## src/design/assert_macros.svh

```systemverilog
// Assertion helpers shared by the design files.
// Each macro expects clk and rst_n in the scope of its use.
`ifndef ASSERT_MACROS_SVH
`define ASSERT_MACROS_SVH

// Check a condition at every clock edge outside reset.
`define OLR_ASSERT_ALWAYS(label, cond, msg) \
  label: assert property (@(posedge clk) disable iff (!rst_n) (cond)) else $error(msg);

// Check that an antecedent implies a consequent in the same cycle.
`define OLR_ASSERT_SAME(label, ante, cons, msg) \
  label: assert property (@(posedge clk) disable iff (!rst_n) (ante) |-> (cons)) \
    else $error(msg);

// Check that an antecedent implies a consequent in the next cycle.
`define OLR_ASSERT_NEXT(label, ante, cons, msg) \
  label: assert property (@(posedge clk) disable iff (!rst_n) (ante) |=> (cons)) \
    else $error(msg);

`endif

```

## src/design/olr_pkg.sv

```systemverilog
// ----------------------------------------------------------------------------
// olr_pkg
// Shared widths, request and result codes, and the cell command type of the
// ordered list with value removal.
// ----------------------------------------------------------------------------
package olr_pkg;

  localparam int DataW       = 32;
  localparam int OpW         = 3;
  localparam int StatusW     = 3;
  localparam int CountW      = 5;
  localparam int CapacityDef = 16;

  localparam logic [OpW-1:0] OP_INS_FRONT = 3'd0;
  localparam logic [OpW-1:0] OP_INS_BACK  = 3'd1;
  localparam logic [OpW-1:0] OP_LIST      = 3'd2;
  localparam logic [OpW-1:0] OP_REMOVE    = 3'd3;
  localparam logic [OpW-1:0] OP_CLEAR     = 3'd4;

  localparam logic [StatusW-1:0] ST_INSERTED = 3'd0;
  localparam logic [StatusW-1:0] ST_DROPPED  = 3'd1;
  localparam logic [StatusW-1:0] ST_ELEMENT  = 3'd2;
  localparam logic [StatusW-1:0] ST_EMPTY    = 3'd3;
  localparam logic [StatusW-1:0] ST_REMOVED  = 3'd4;
  localparam logic [StatusW-1:0] ST_CLEARED  = 3'd5;

  localparam int ModeW = 3;
  localparam logic [ModeW-1:0] M_HOLD = 3'd0;
  localparam logic [ModeW-1:0] M_SHR  = 3'd1;
  localparam logic [ModeW-1:0] M_ROT  = 3'd2;
  localparam logic [ModeW-1:0] M_DROP = 3'd3;
  localparam logic [ModeW-1:0] M_LOAD = 3'd4;

  typedef struct packed {
    logic [ModeW-1:0] mode;
    logic [DataW-1:0] data;
  } cell_cmd_t;

endpackage

```

## src/design/olr_if.sv

```systemverilog
// ----------------------------------------------------------------------------
// olr_in_if / olr_out_if
// Valid/ready channels for requests and results of the ordered list.
// ----------------------------------------------------------------------------
interface olr_in_if;
  logic                                valid;
  logic                                ready;
  logic [olr_pkg::OpW-1:0]             operation;
  logic signed [olr_pkg::DataW-1:0]    value;

  modport source (output valid, operation, value, input ready);
  modport sink   (input valid, operation, value, output ready);
endinterface

interface olr_out_if;
  logic                                valid;
  logic                                ready;
  logic [olr_pkg::StatusW-1:0]         status;
  logic signed [olr_pkg::DataW-1:0]    element;
  logic [olr_pkg::CountW-1:0]          match_count;
  logic                                last;

  modport source (output valid, status, element, match_count, last, input ready);
  modport sink   (input valid, status, element, match_count, last, output ready);
endinterface

```

## src/design/ordered_list_with_value_removal_top.sv

```systemverilog
// ----------------------------------------------------------------------------
// ordered_list_with_value_removal_top
// Bounded ordered list of signed values held in a chain of cells.
// ----------------------------------------------------------------------------
// Requests arrive on in_ch (operation, value) and results leave on out_ch
// (status, element, match_count, last); both are valid/ready channels and a
// transfer happens when valid and ready are high at a rising clock edge.
// Insert and clear requests give one result each, registered
// in the output stage in the cycle after the request.
// A list request walks the live cells, one element per cycle while the
// receiver is not stalling, giving occupancy results; the chain rotates
// by one position per result. A remove request compacts the chain, one cell
// examined per cycle, then gives one report.
// A new request is taken only when the previous one has finished its walk
// and the output stage is free or being drained.
// A stalled receiver holds the output stage and freezes a list walk.
// Reset (rst_n low, synchronous) empties the list and the output stage;
// cell contents are not cleared and are never read before being written.
// ----------------------------------------------------------------------------
`include "assert_macros.svh"

module ordered_list_with_value_removal_top #(
  parameter int CAPACITY = olr_pkg::CapacityDef
) (
  input  logic      clk,
  input  logic      rst_n,
  olr_in_if.sink    in_ch,
  olr_out_if.source out_ch
);

  localparam int IW = (CAPACITY > 1) ? $clog2(CAPACITY) : 1;
  localparam int OW = $clog2(CAPACITY + 1);

  localparam logic [1:0] S_IDLE   = 2'd0;
  localparam logic [1:0] S_LIST   = 2'd1;
  localparam logic [1:0] S_REMOVE = 2'd2;
  localparam logic [1:0] S_REPORT = 2'd3;

  logic [1:0]                       state_r, state_nxt;
  logic [OW-1:0]                    occ_r, occ_nxt;
  logic [OW-1:0]                    steps_r, steps_nxt;
  logic [OW-1:0]                    removed_r, removed_nxt;
  logic [olr_pkg::DataW-1:0]        key_r, key_nxt;

  logic                             out_valid_r, out_valid_nxt;
  logic [olr_pkg::StatusW-1:0]      out_status_r;
  logic [olr_pkg::DataW-1:0]        out_elem_r;
  logic [olr_pkg::CountW-1:0]       out_count_r;
  logic                             out_last_r;

  logic                             emit;
  logic [olr_pkg::StatusW-1:0]      emit_status;
  logic [olr_pkg::DataW-1:0]        emit_elem;
  logic [olr_pkg::CountW-1:0]       emit_count;
  logic                             emit_last;

  olr_pkg::cell_cmd_t               cmd;
  logic [IW-1:0]                    sel_idx;
  logic [IW-1:0]                    tail_idx;
  logic [CAPACITY-1:0]              sel;
  logic [olr_pkg::DataW-1:0]        cell_val [CAPACITY];
  logic [olr_pkg::DataW-1:0]        front_val;

  logic                             slot_free;
  logic                             in_fire;

  assign slot_free   = !out_valid_r || out_ch.ready;
  assign in_ch.ready = (state_r == S_IDLE) && slot_free;
  assign in_fire     = in_ch.valid && in_ch.ready;
  assign front_val   = cell_val[0];
  assign tail_idx    = IW'(occ_r - OW'(1));

  always_comb begin
    state_nxt   = state_r;
    occ_nxt     = occ_r;
    steps_nxt   = steps_r;
    removed_nxt = removed_r;
    key_nxt     = key_r;
    cmd.mode    = olr_pkg::M_HOLD;
    cmd.data    = in_ch.value;
    sel_idx     = tail_idx;
    emit        = 1'b0;
    emit_status = olr_pkg::ST_INSERTED;
    emit_elem   = in_ch.value;
    emit_count  = '0;
    emit_last   = 1'b1;

    case (state_r)
      S_IDLE: begin
        if (in_fire) begin
          case (in_ch.operation)
            olr_pkg::OP_INS_FRONT, olr_pkg::OP_INS_BACK: begin
              emit = 1'b1;
              if (occ_r == OW'(CAPACITY)) begin
                emit_status = olr_pkg::ST_DROPPED;
              end else begin
                cmd.mode = (in_ch.operation == olr_pkg::OP_INS_FRONT) ?
                           olr_pkg::M_SHR : olr_pkg::M_LOAD;
                sel_idx  = IW'(occ_r);
                occ_nxt  = occ_r + OW'(1);
              end
            end
            olr_pkg::OP_LIST: begin
              if (occ_r == '0) begin
                emit        = 1'b1;
                emit_status = olr_pkg::ST_EMPTY;
              end else begin
                state_nxt = S_LIST;
                steps_nxt = occ_r;
              end
            end
            olr_pkg::OP_REMOVE: begin
              key_nxt     = in_ch.value;
              removed_nxt = '0;
              if (occ_r == '0) begin
                emit        = 1'b1;
                emit_status = olr_pkg::ST_REMOVED;
              end else begin
                state_nxt = S_REMOVE;
                steps_nxt = occ_r;
              end
            end
            olr_pkg::OP_CLEAR: begin
              emit        = 1'b1;
              emit_status = (occ_r == '0) ? olr_pkg::ST_EMPTY : olr_pkg::ST_CLEARED;
              occ_nxt     = '0;
            end
            default: ;
          endcase
        end
      end
      S_LIST: begin
        if (slot_free) begin
          emit        = 1'b1;
          emit_status = olr_pkg::ST_ELEMENT;
          emit_elem   = front_val;
          emit_last   = (steps_r == OW'(1));
          cmd.mode    = olr_pkg::M_ROT;
          steps_nxt   = steps_r - OW'(1);
          if (steps_r == OW'(1)) begin
            state_nxt = S_IDLE;
          end
        end
      end
      S_REMOVE: begin
        if (front_val == key_r) begin
          cmd.mode    = olr_pkg::M_DROP;
          occ_nxt     = occ_r - OW'(1);
          removed_nxt = removed_r + OW'(1);
        end else begin
          cmd.mode = olr_pkg::M_ROT;
        end
        steps_nxt = steps_r - OW'(1);
        if (steps_r == OW'(1)) begin
          state_nxt = S_REPORT;
        end
      end
      S_REPORT: begin
        if (slot_free) begin
          emit        = 1'b1;
          emit_status = olr_pkg::ST_REMOVED;
          emit_elem   = key_r;
          emit_count  = olr_pkg::CountW'(removed_r);
          state_nxt   = S_IDLE;
        end
      end
      default: state_nxt = S_IDLE;
    endcase

    out_valid_nxt = emit ? 1'b1 : (out_valid_r && !out_ch.ready);
  end

  always_ff @(posedge clk) begin
    if (!rst_n) begin
      state_r     <= S_IDLE;
      occ_r       <= '0;
      steps_r     <= '0;
      removed_r   <= '0;
      out_valid_r <= 1'b0;
    end else begin
      state_r     <= state_nxt;
      occ_r       <= occ_nxt;
      steps_r     <= steps_nxt;
      removed_r   <= removed_nxt;
      out_valid_r <= out_valid_nxt;
    end
  end

  always_ff @(posedge clk) begin
    key_r <= key_nxt;
    if (emit) begin
      out_status_r <= emit_status;
      out_elem_r   <= emit_elem;
      out_count_r  <= emit_count;
      out_last_r   <= emit_last;
    end
  end

  for (genvar i = 0; i < CAPACITY; i++) begin : g_cell
    logic [olr_pkg::DataW-1:0] left_v;
    logic [olr_pkg::DataW-1:0] right_v;

    assign sel[i] = (sel_idx == IW'(i));

    if (i == 0) begin : g_first
      assign left_v = cmd.data;
    end else begin : g_mid
      assign left_v = cell_val[i-1];
    end

    if (i == CAPACITY - 1) begin : g_last
      assign right_v = front_val;
    end else begin : g_inner
      assign right_v = cell_val[i+1];
    end

    olr_cell u_cell (
      .clk       (clk),
      .cmd       (cmd),
      .sel       (sel[i]),
      .left_val  (left_v),
      .right_val (right_v),
      .front_val (front_val),
      .val       (cell_val[i])
    );
  end

  assign out_ch.valid       = out_valid_r;
  assign out_ch.status      = out_status_r;
  assign out_ch.element     = out_elem_r;
  assign out_ch.match_count = out_count_r;
  assign out_ch.last        = out_last_r;

  `OLR_ASSERT_ALWAYS(a_occ_bound, occ_r <= OW'(CAPACITY), "occupancy above capacity")
  `OLR_ASSERT_SAME(a_list_nonempty, state_r == S_LIST, occ_r != '0, "list walk on empty list")
  `OLR_ASSERT_SAME(a_walk_steps, state_r == S_LIST || state_r == S_REMOVE, steps_r != '0, "walk without steps")
  `OLR_ASSERT_NEXT(a_report_done, state_r == S_REPORT && slot_free, state_r == S_IDLE && out_valid_r, "removal report not issued")

endmodule

```

## src/design/olr_cell.sv

```systemverilog
// ----------------------------------------------------------------------------
// olr_cell
// One list position: holds one value and takes its next value from itself,
// a neighbor, the front cell or the broadcast data, as the command selects.
// ----------------------------------------------------------------------------
module olr_cell (
  input  logic                          clk,
  input  olr_pkg::cell_cmd_t            cmd,
  input  logic                          sel,
  input  logic [olr_pkg::DataW-1:0]     left_val,
  input  logic [olr_pkg::DataW-1:0]     right_val,
  input  logic [olr_pkg::DataW-1:0]     front_val,
  output logic [olr_pkg::DataW-1:0]     val
);

  logic [olr_pkg::DataW-1:0] val_r;
  logic [olr_pkg::DataW-1:0] val_nxt;

  always_comb begin
    case (cmd.mode)
      olr_pkg::M_HOLD: val_nxt = val_r;
      olr_pkg::M_SHR:  val_nxt = left_val;
      olr_pkg::M_ROT:  val_nxt = sel ? front_val : right_val;
      olr_pkg::M_DROP: val_nxt = right_val;
      olr_pkg::M_LOAD: val_nxt = sel ? cmd.data : val_r;
      default:         val_nxt = val_r;
    endcase
  end

  always_ff @(posedge clk) begin
    val_r <= val_nxt;
  end

  assign val = val_r;

endmodule
```

## src/flat_wrapper.sv

```systemverilog
// flat-port wrapper written by rule: the top's interface ports become plain ports
module ordered_list_with_value_removal_top_flat 
#(
  parameter int CAPACITY = olr_pkg::CapacityDef
)
  (clk, rst_n, in_ch_valid, in_ch_operation, in_ch_value, in_ch_ready, out_ch_valid, out_ch_status, out_ch_element, out_ch_match_count, out_ch_last, out_ch_ready);
  olr_in_if in_ch_i ();
  olr_out_if out_ch_i ();
  input  logic clk;
  input  logic rst_n;
  input wire logic [$bits(in_ch_i.valid)-1:0] in_ch_valid;
  input wire logic [$bits(in_ch_i.operation)-1:0] in_ch_operation;
  input wire logic [$bits(in_ch_i.value)-1:0] in_ch_value;
  output wire logic [$bits(in_ch_i.ready)-1:0] in_ch_ready;
  output wire logic [$bits(out_ch_i.valid)-1:0] out_ch_valid;
  output wire logic [$bits(out_ch_i.status)-1:0] out_ch_status;
  output wire logic [$bits(out_ch_i.element)-1:0] out_ch_element;
  output wire logic [$bits(out_ch_i.match_count)-1:0] out_ch_match_count;
  output wire logic [$bits(out_ch_i.last)-1:0] out_ch_last;
  input wire logic [$bits(out_ch_i.ready)-1:0] out_ch_ready;
  assign in_ch_i.valid = in_ch_valid;
  assign in_ch_i.operation = in_ch_operation;
  assign in_ch_i.value = in_ch_value;
  assign in_ch_ready = in_ch_i.ready;
  assign out_ch_valid = out_ch_i.valid;
  assign out_ch_status = out_ch_i.status;
  assign out_ch_element = out_ch_i.element;
  assign out_ch_match_count = out_ch_i.match_count;
  assign out_ch_last = out_ch_i.last;
  assign out_ch_i.ready = out_ch_ready;
  ordered_list_with_value_removal_top #(.CAPACITY(CAPACITY)) u_core (.clk(clk), .rst_n(rst_n), .in_ch(in_ch_i), .out_ch(out_ch_i));
endmodule
```

## config.mk

```make
export PLATFORM = sky130hd
export DESIGN_NAME = ordered_list_with_value_removal_top_flat
export DESIGN_NICKNAME = d
export VERILOG_FILES = /design/src/design/olr_pkg.sv /design/src/design/olr_if.sv /design/src/design/ordered_list_with_value_removal_top.sv /design/src/design/olr_cell.sv /design/src/flat_wrapper.sv
export VERILOG_INCLUDE_DIRS = /design/src /design/src/design
export SDC_FILE = /design/constraint.sdc
export NUM_CORES = 1
export LEC_CHECK = 0
export CORE_ASPECT_RATIO = 0.75
export CORE_MARGIN = 3
export CORE_UTILIZATION = 35
export CTS_BUF_LIST = sky130_fd_sc_hd__clkbuf_4 sky130_fd_sc_hd__clkbuf_8
export DETAILED_ROUTE_END_ITERATION = 16
export DONT_BUFFER_PORTS = 1
export HOLD_SLACK_MARGIN = 0.12
export MAX_ROUTING_LAYER = met4
export SLEW_MARGIN = 10
export SYNTH_ARGS = -nofsm -noshare
export SYNTH_HDL_FRONTEND = slang
export SYNTH_SLANG_ARGS = --single-unit
```

## constraint.sdc

```tcl
create_clock -name clk -period 7.33 [get_ports clk]
set_input_delay 0 -clock clk [delete_from_list [all_inputs] [get_ports clk]]
set_output_delay 0 -clock clk [all_outputs]
set_load 0.02 [all_outputs]
```

Word-level counts from Yosys, hierarchy flattened
Cells that the tools add are included.

storage, ports and cells
  output and inout port bits = 43
  memories = 0
  ROM bits = 0
  bits in writable memories = 0
  input port bits = 39
  register bits after elaboration = 603
  bits in latches = 0
  logic and storage cells = 230

cells by class
  eq/ne operators = 60
  shift operators = 0
  order comparisons = 0
  bitwise operators = 0
  mux-type cells = 98
  add/sub/neg operators = 4
  div/mod/pow operators = 0
  reduce and logical (&&, ||, !) cells = 42
  $mul = 0

operators with widths
  kind                 count
  $pmux 32 s4          15
  $mux 32              33
  $pmux 32 s3          1
  $pmux 32 s2          1
  $mux 5               10
  $ne 2x2->1 const B   20
  $reduce_and 2->1     17
  $eq 32x32->1         1
  $eq 4x4->1 const B   8
  $pmux 5 s2           3
  $mux 3               8
  $mux 2               9
  $pmux 3 s3           2
  $eq 4x3->1 const B   4
  $mux 4               4
  $ne 3x3->1 const B   5
  $pmux 5 s3           1
  $eq 3x2->1 const B   4
  $ne 2x1->1 const B   6
  $pmux 3 s4           1
  $add 5x1->5 const B  2
  $reduce_and 5->1     2
  $sub 5x1->5 const B  2
  $eq 4x2->1 const B   2
  26 further kinds     43

Depth between registers and ports, before layout
  depth in word-level cells = 10
  depth in mapped cells = 14
  gate-level depth less buffers = 10

Modules after synthesis
From an unflattened synthesis, not the netlist that was laid out.

second synthesis, totals
  cell total of the unflattened synthesis = 4249
  area total of the unflattened synthesis = 45364.8 µm²

modules (own cells, without submodules)
  module                               sequential area each (µm²)  instances  area an instance (µm²)  cells an instance
  olr_cell                             960.9                       16         2524.9                  236
  ordered_list_with_value_removal_top  2552.4                      1          4966.0                  473

Worst setup path before layout
No wires, ideal clock.

  kind = reg-to-reg
  start point = register u_core.occ_r[0]
  end point = register u_core.g_cell[0].u_cell.val_r (netlist bit u_core.g_cell[0].u_cell.val[0]), enable pin
  setup slack = 2.716 ns
  data required time = 6.869 ns
  cell stages (with the launch flop) = 10
  data arrival time = 4.153 ns
  clock period less this slack = 4.614 ns
  library setup time = 0.461 ns
  buffers on the path = 2
  path through = dfxtp_1 > clkbuf_1 > inv_1 > ha_1 > nand3_2 > nand2_2 > o211ai_4 > buf_4 > nor3_1 > nor3_1

on the way
  longest elaborated chain between the ends = 8
  elaborated cells between the ends (all ways) = 19
  those cells by class = add/sub (1); eq/ne (7); mux (8); reduce/logical (3)

RTL lines
  what                                                                     RTL line                                                                              RTL
  from (decl)                                                              ordered_list_with_value_removal_top.sv:40                                             logic [OW-1:0] occ_r, occ_nxt;
  from (signal assigned)                                                   ordered_list_with_value_removal_top.sv:182                                            occ_r <= occ_nxt;
  $sub 5x1->5 / $eq 5x5->1 (equally long branches)                         ordered_list_with_value_removal_top.sv:71, ordered_list_with_value_removal_top.sv:94
  $mux 4 / $mux 3 (equally long branches)                                  ordered_list_with_value_removal_top.sv:94                                             if (occ_r == OW'(CAPACITY)) begin
  $mux 4 / $mux 3 (equally long branches)                                  ordered_list_with_value_removal_top.sv:91                                             case (in_ch.operation)
  $mux 4 / $mux 3 (equally long branches)                                  ordered_list_with_value_removal_top.sv:90                                             if (in_fire) begin
  $mux 4 / $pmux 3 s3 (equally long branches)                              ordered_list_with_value_removal_top.sv:88                                             case (state_r)
  $logic_not 4->1 (tied with other cells)                                  ordered_list_with_value_removal_top.sv:203                                            assign sel[i] = (sel_idx == IW'(i));
  $ne 2x2->1 (no source line) / $reduce_bool 4->1 (equally long branches)  --
  $reduce_and 3->1 (no source line) (*)                                    --
  to (signal assigned)                                                     olr_cell.sv:31                                                                        val_r <= val_nxt;
  to (decl)                                                                olr_cell.sv:16                                                                        logic [olr_pkg::DataW-1:0] val_r;

Mark *: on every way between the ends. The rest lies on a longest branch, timed or not.
A chain may end at the register's enable or synchronous reset.

Worst setup path in the final report
  start point = register u_core.state_r[1]
  end point = register u_core.g_cell[11].u_cell.val_r (netlist bit u_core.g_cell[11].u_cell.val[14]) (data pin)

on the way
  longest elaborated chain between the ends = 8
  elaborated cells between the ends (all ways) = 16
  those cells by class = eq/ne (7); mux (6); reduce/logical (3)

RTL lines
  what                                                 RTL line                                                                              RTL
  from (decl)                                          ordered_list_with_value_removal_top.sv:39                                             logic [1:0] state_r, state_nxt;
  from (signal assigned)                               ordered_list_with_value_removal_top.sv:181                                            state_r <= state_nxt;
  $logic_not 2->1                                      ordered_list_with_value_removal_top.sv:68, ordered_list_with_value_removal_top.sv:88
  $logic_and 1x1->1                                    ordered_list_with_value_removal_top.sv:68                                             assign in_ch.ready = (state_r == S_IDLE) && slot_free;
  $logic_and 1x1->1                                    ordered_list_with_value_removal_top.sv:69                                             assign in_fire = in_ch.valid && in_ch.ready;
  $mux 4                                               ordered_list_with_value_removal_top.sv:90
  $mux 4                                               ordered_list_with_value_removal_top.sv:88
  $eq 4x4->1                                           ordered_list_with_value_removal_top.sv:203
  $mux 32                                              olr_cell.sv:23                                                                        olr_pkg::M_ROT: val_nxt = sel ? front_val : right_val;
  $pmux 32 s4 (*)                                      olr_cell.sv:20                                                                        case (cmd.mode)
  named net u_core.g_cell[11].u_cell.val_nxt, one bit  olr_cell.sv:17                                                                        logic [olr_pkg::DataW-1:0] val_nxt;
  to (signal assigned)                                 olr_cell.sv:31
  to (decl)                                            olr_cell.sv:16

Mark *: on every way through the listed nets, which the timed path passes. The rest lies on a longest branch.

==> results.tsv <==
metric	value	unit
clk_skew	0.03884	ns
Min Clock Period, post-route	5.072	ns
VDD IR max	0.2191	mV
Int Power	7.795	mW
pins over their slew limit	0	
H-tree levels	3	
Post-Synth Adder-Cell Area	0.4281	%
die height	268.5	µm
Synth Area in Simple Gates	15.77	%
mapped cell area	32150	µm²
outcome	complete, no violations	
CP Data Required Time	7.79	ns
Mapped Cells	2894	
vias post-DR	24842	
CP max-delay cell	buf_4	
CTS Buffer Depth	3	
hold_ws	0.1322	ns
root buf cell	clkbuf_8	
Sw Share	38.72	%
relative slew slack	19.26	%
Synth Area in Compound Gates	21.01	%
Final Core Density	39.30	%
core area	90340	µm²
Clock Power Share	23.2	%
Pleak	12.80	nW
row count	95	
first-pass iteration count of the detailed router	6	
critical path cell sequence	inv_1 > ha_1 > and4_1 > nand4b_1 > nand2_4 > buf_4 > nand2_4 > buf_12 > nor2_1 > nor2_1	
fin crit share	69.20	%
GRT Resource Usage Total	22.52	%
final wirelength	107.4	mm
delay-heaviest family, CP	simple AND/OR/NAND/NOR gates	
Area Overhead vs Synth	10.41	%
RR Startpoint	u_core.state_r[1]$_SDFFE_PN0P_	
CP endpoint kind	flip-flop	
Final Total Pwr	12.72	mW
Synth Area in XOR/XNOR	1.265	%
post-CTS sizing	0	
WP data arrival	5.54	ns
CTS sink count	603	
Yosys reg bits	603	
max_cap viols	0	
Post-Place Worst Slack	2.532	ns
Setup crit start	u_core.state_r[1]$_SDFFE_PN0P_	
vias in the first global route	23333	
Crit Path Category	reg -> reg	
Max stage delay on crit path	0.71	ns
routability cong.	0.8349	
commonest non-fill, non-tap cell in the layout	nor2_1	
Post-synth EDFFs	585	
hold depth	3	
Overflow after GRT	0	
Final Hold Fails	0	
worst hold endpoint	u_core.out_ch.status[1]$_DFFE_PP_	
initial antenna violation count	4	
Max Fanout on Critical Path	213	
Combinational Power Share	31.0	%
proportion of synthesized area in mux cells	0.2218	%
Clock Pin Slew Worst Setup and Hold Paths	0.08	ns
Critical R2R Capture	u_core.g_cell[11].u_cell.val[14]$_DFFE_PP_	
RSZ-0062 raised after global routing	no	
Peak Freq	197.1	MHz
DRT iter0 DRCs	3741	
Async S/R FF share, synth	0	%
Synth cell types	64	
synth warn	0	
Final WS setup	2.258	ns
Critical path buffers and inverters	3	
number of port buffers	0	
sequential power share	45.8	%
dpl hpwl	59.39	mm
Worst-Margin Slew	1.208	ns
Via density	6.000	
HP Start	in_ch_operation[2]	
commonest non-fill, non-tap cells in the layout	930 x nor2_1, 585 x edfxtp_1, 243 x nand2_1, 236 x a221oi_1, 210 x a221oi_2	
PD cells	358.3	nW/µm²
TritonCTS Buffers	98	
Top-Level Pins	82	
Setup TNS Final	0	ns
Sw Pwr	4.925	mW
area leader, netlist	edfxtp_1	
FF-to-FF path depth	10	
CP Launch Type	flip-flop	
NumNets Final	2899	
Die Wd	356.0	µm
latest clock arrival within the worst-skew pair	0.75	ns
setup slack, reg-to-reg	2.26	ns
CTS tree	built	
Synth area leaders	edfxtp_1 55%, nor2_1 11%, a221oi_2 9.8%	
combinational family with the most area after synthesis	compound AO/OA/AOI/OAI gates	
post-synthesis sequential area ratio	55.76	%
syn avg cell area	11.11	µm²
Final setup viols	0	
Yosys top cell area share	54.64	%
first-pass GRT wire length	157.4	mm
layout cells sized above 1	17.86	%
worst hold path class	in -> reg	
Initial Util	35.59	%
syn nets	2944	
Die ar.	95570	µm²
pin count of the biggest net entering global routing	214	
Antenna Nets Post-Route	0	
FILL cells	8763	
WL per Instance	25.95	µm
Synth Flop Type	edfxtp_1	
DRC viols	0	
registers in the layout, summed over array words and instances (netlist names):
| register | cells |
|---|---|
| u_core.g_cell.u_cell.val | 512 |
| u_core.key_r | 32 |
| u_core.occ_r | 5 |
| u_core.out_ch.element | 32 |
| u_core.out_ch.last | 1 |
| u_core.out_ch.match_count | 5 |
| u_core.out_ch.status | 3 |
| u_core.out_ch.valid | 1 |
| u_core.removed_r | 5 |
| u_core.state_r | 2 |
| u_core.steps_r | 5 |
through the flow:
stage / cells / cell area, µm²
global placement: 3885 / 32860
CTS: 4135 / 35490
detailed placement: 3885 / 32860
floorplan: 2894 / 32150
global route: 4140 / 35500
finish: 4140 / 35500
cell type report:
class / instances / area [µm²] / area share (%)
Antenna cell: 5 / 12.51 / 0.03525
Clock inverter: 38 / 209.0 / 0.5886
Timing Repair Buffer: 145 / 1304 / 3.673
Multi-Input combinational cell: 1988 / 12830 / 36.14
Inverter: 13 / 48.80 / 0.1375
Clock buffer: 136 / 1653 / 4.656
Tap cell: 1212 / 1516 / 4.272
Sequential cell: 603 / 17930 / 50.50
worst reg2reg max path: stages, from the launching register on:
cell and delay (ns):
dfxtp_1 0.36, inv_1 0.12, ha_1 0.37, and4_1 0.51, nand4b_1 0.39, nand2_4 0.59
buf_4 0.72, nand2_4 0.58, buf_12 0.46, nor2_1 0.62, nor2_1 0.07
metal layers:
| metal | up-vias | share of wire [%] | track usage, % |
|---|---|---|---|
| met5 | - | 0 | - |
| met4 | 0 | 2.4 | 5.606 |
| met3 | 189 | 11 | 5.789 |
| met2 | 1462 | 42 | 31.42 |
| met1 | 12407 | 44 | 32.45 |
| li1 | 10784 | - | - |
worst max-delay path by stage:
stage | to | slack, ns | cells after the start
finish | u_core.g_cell[11].u_cell.val[14]$_DFFE_PP_ | 2.26 | 10
detailed placement | u_core.g_cell[1].u_cell.val[14]$_DFFE_PP_ | 2.53 | 9
global route | u_core.g_cell[14].u_cell.val[9]$_DFFE_PP_ | 2.26 | 10
CTS | u_core.g_cell[1].u_cell.val[6]$_DFFE_PP_ | 2.51 | 9
global placement | u_core.g_cell[10].u_cell.val[13]$_DFFE_PP_ | 2.54 | 9
floorplan | u_core.g_cell[0].u_cell.val[0]$_DFFE_PP_ | 2.72 | 9
power by group through the flow:
stage | registers, mW | logic (mW) | clock network [mW]
after CTS | 5.81 | 3.87 | 2.99
after floorplan | 5.58 | 2.90 | 0
final | 5.82 | 3.95 | 2.95
after detailed placement | 5.86 | 3.81 | 0
after global placement | 5.86 | 3.75 | 0
after global routing | 5.91 | 4.27 | 3.14
cells in the mapped netlist, drive strengths merged, types with 2 or more instances:
cell / instances
nor2: 947
edfxtp: 585
a221oi: 446
nand2: 247
buf: 200
clkbuf: 90
a22oi: 65
a21oi: 35
o21a: 35
xnor2: 33
o21ai: 31
dfxtp: 18
nor2b: 14
inv: 13
nand4: 12
or2: 12
ha: 11
a31oi: 9
and2: 9
and3: 9
nand3: 9
a211oi: 7
a21o: 7
mux2i: 6
nor4: 6
xor2: 4
nand4b: 3
nor3: 3
o211ai: 3
a32oi: 2
and4: 2
o221a: 2
o221ai: 2
o31a: 2
or3: 2
repair_timing:
item                      CTS  global route
hold endpoints to repair  569             0
hold buffers               76             0
setup buffers               0             0
cells by family (layout without fill, tap and decap cells):
kind of cell,after synthesis,in the layout
adders and majority gates,11,11
DFF,603,603
xor gates and xnor gates,37,37
other,0,5
and+or+nand+nor,1279,1279
muxes,7,7
AOI/OAI and AO/OA,654,654
buffers and inverters,303,332
No activity file was read; power rests on OpenSTA's default activity.
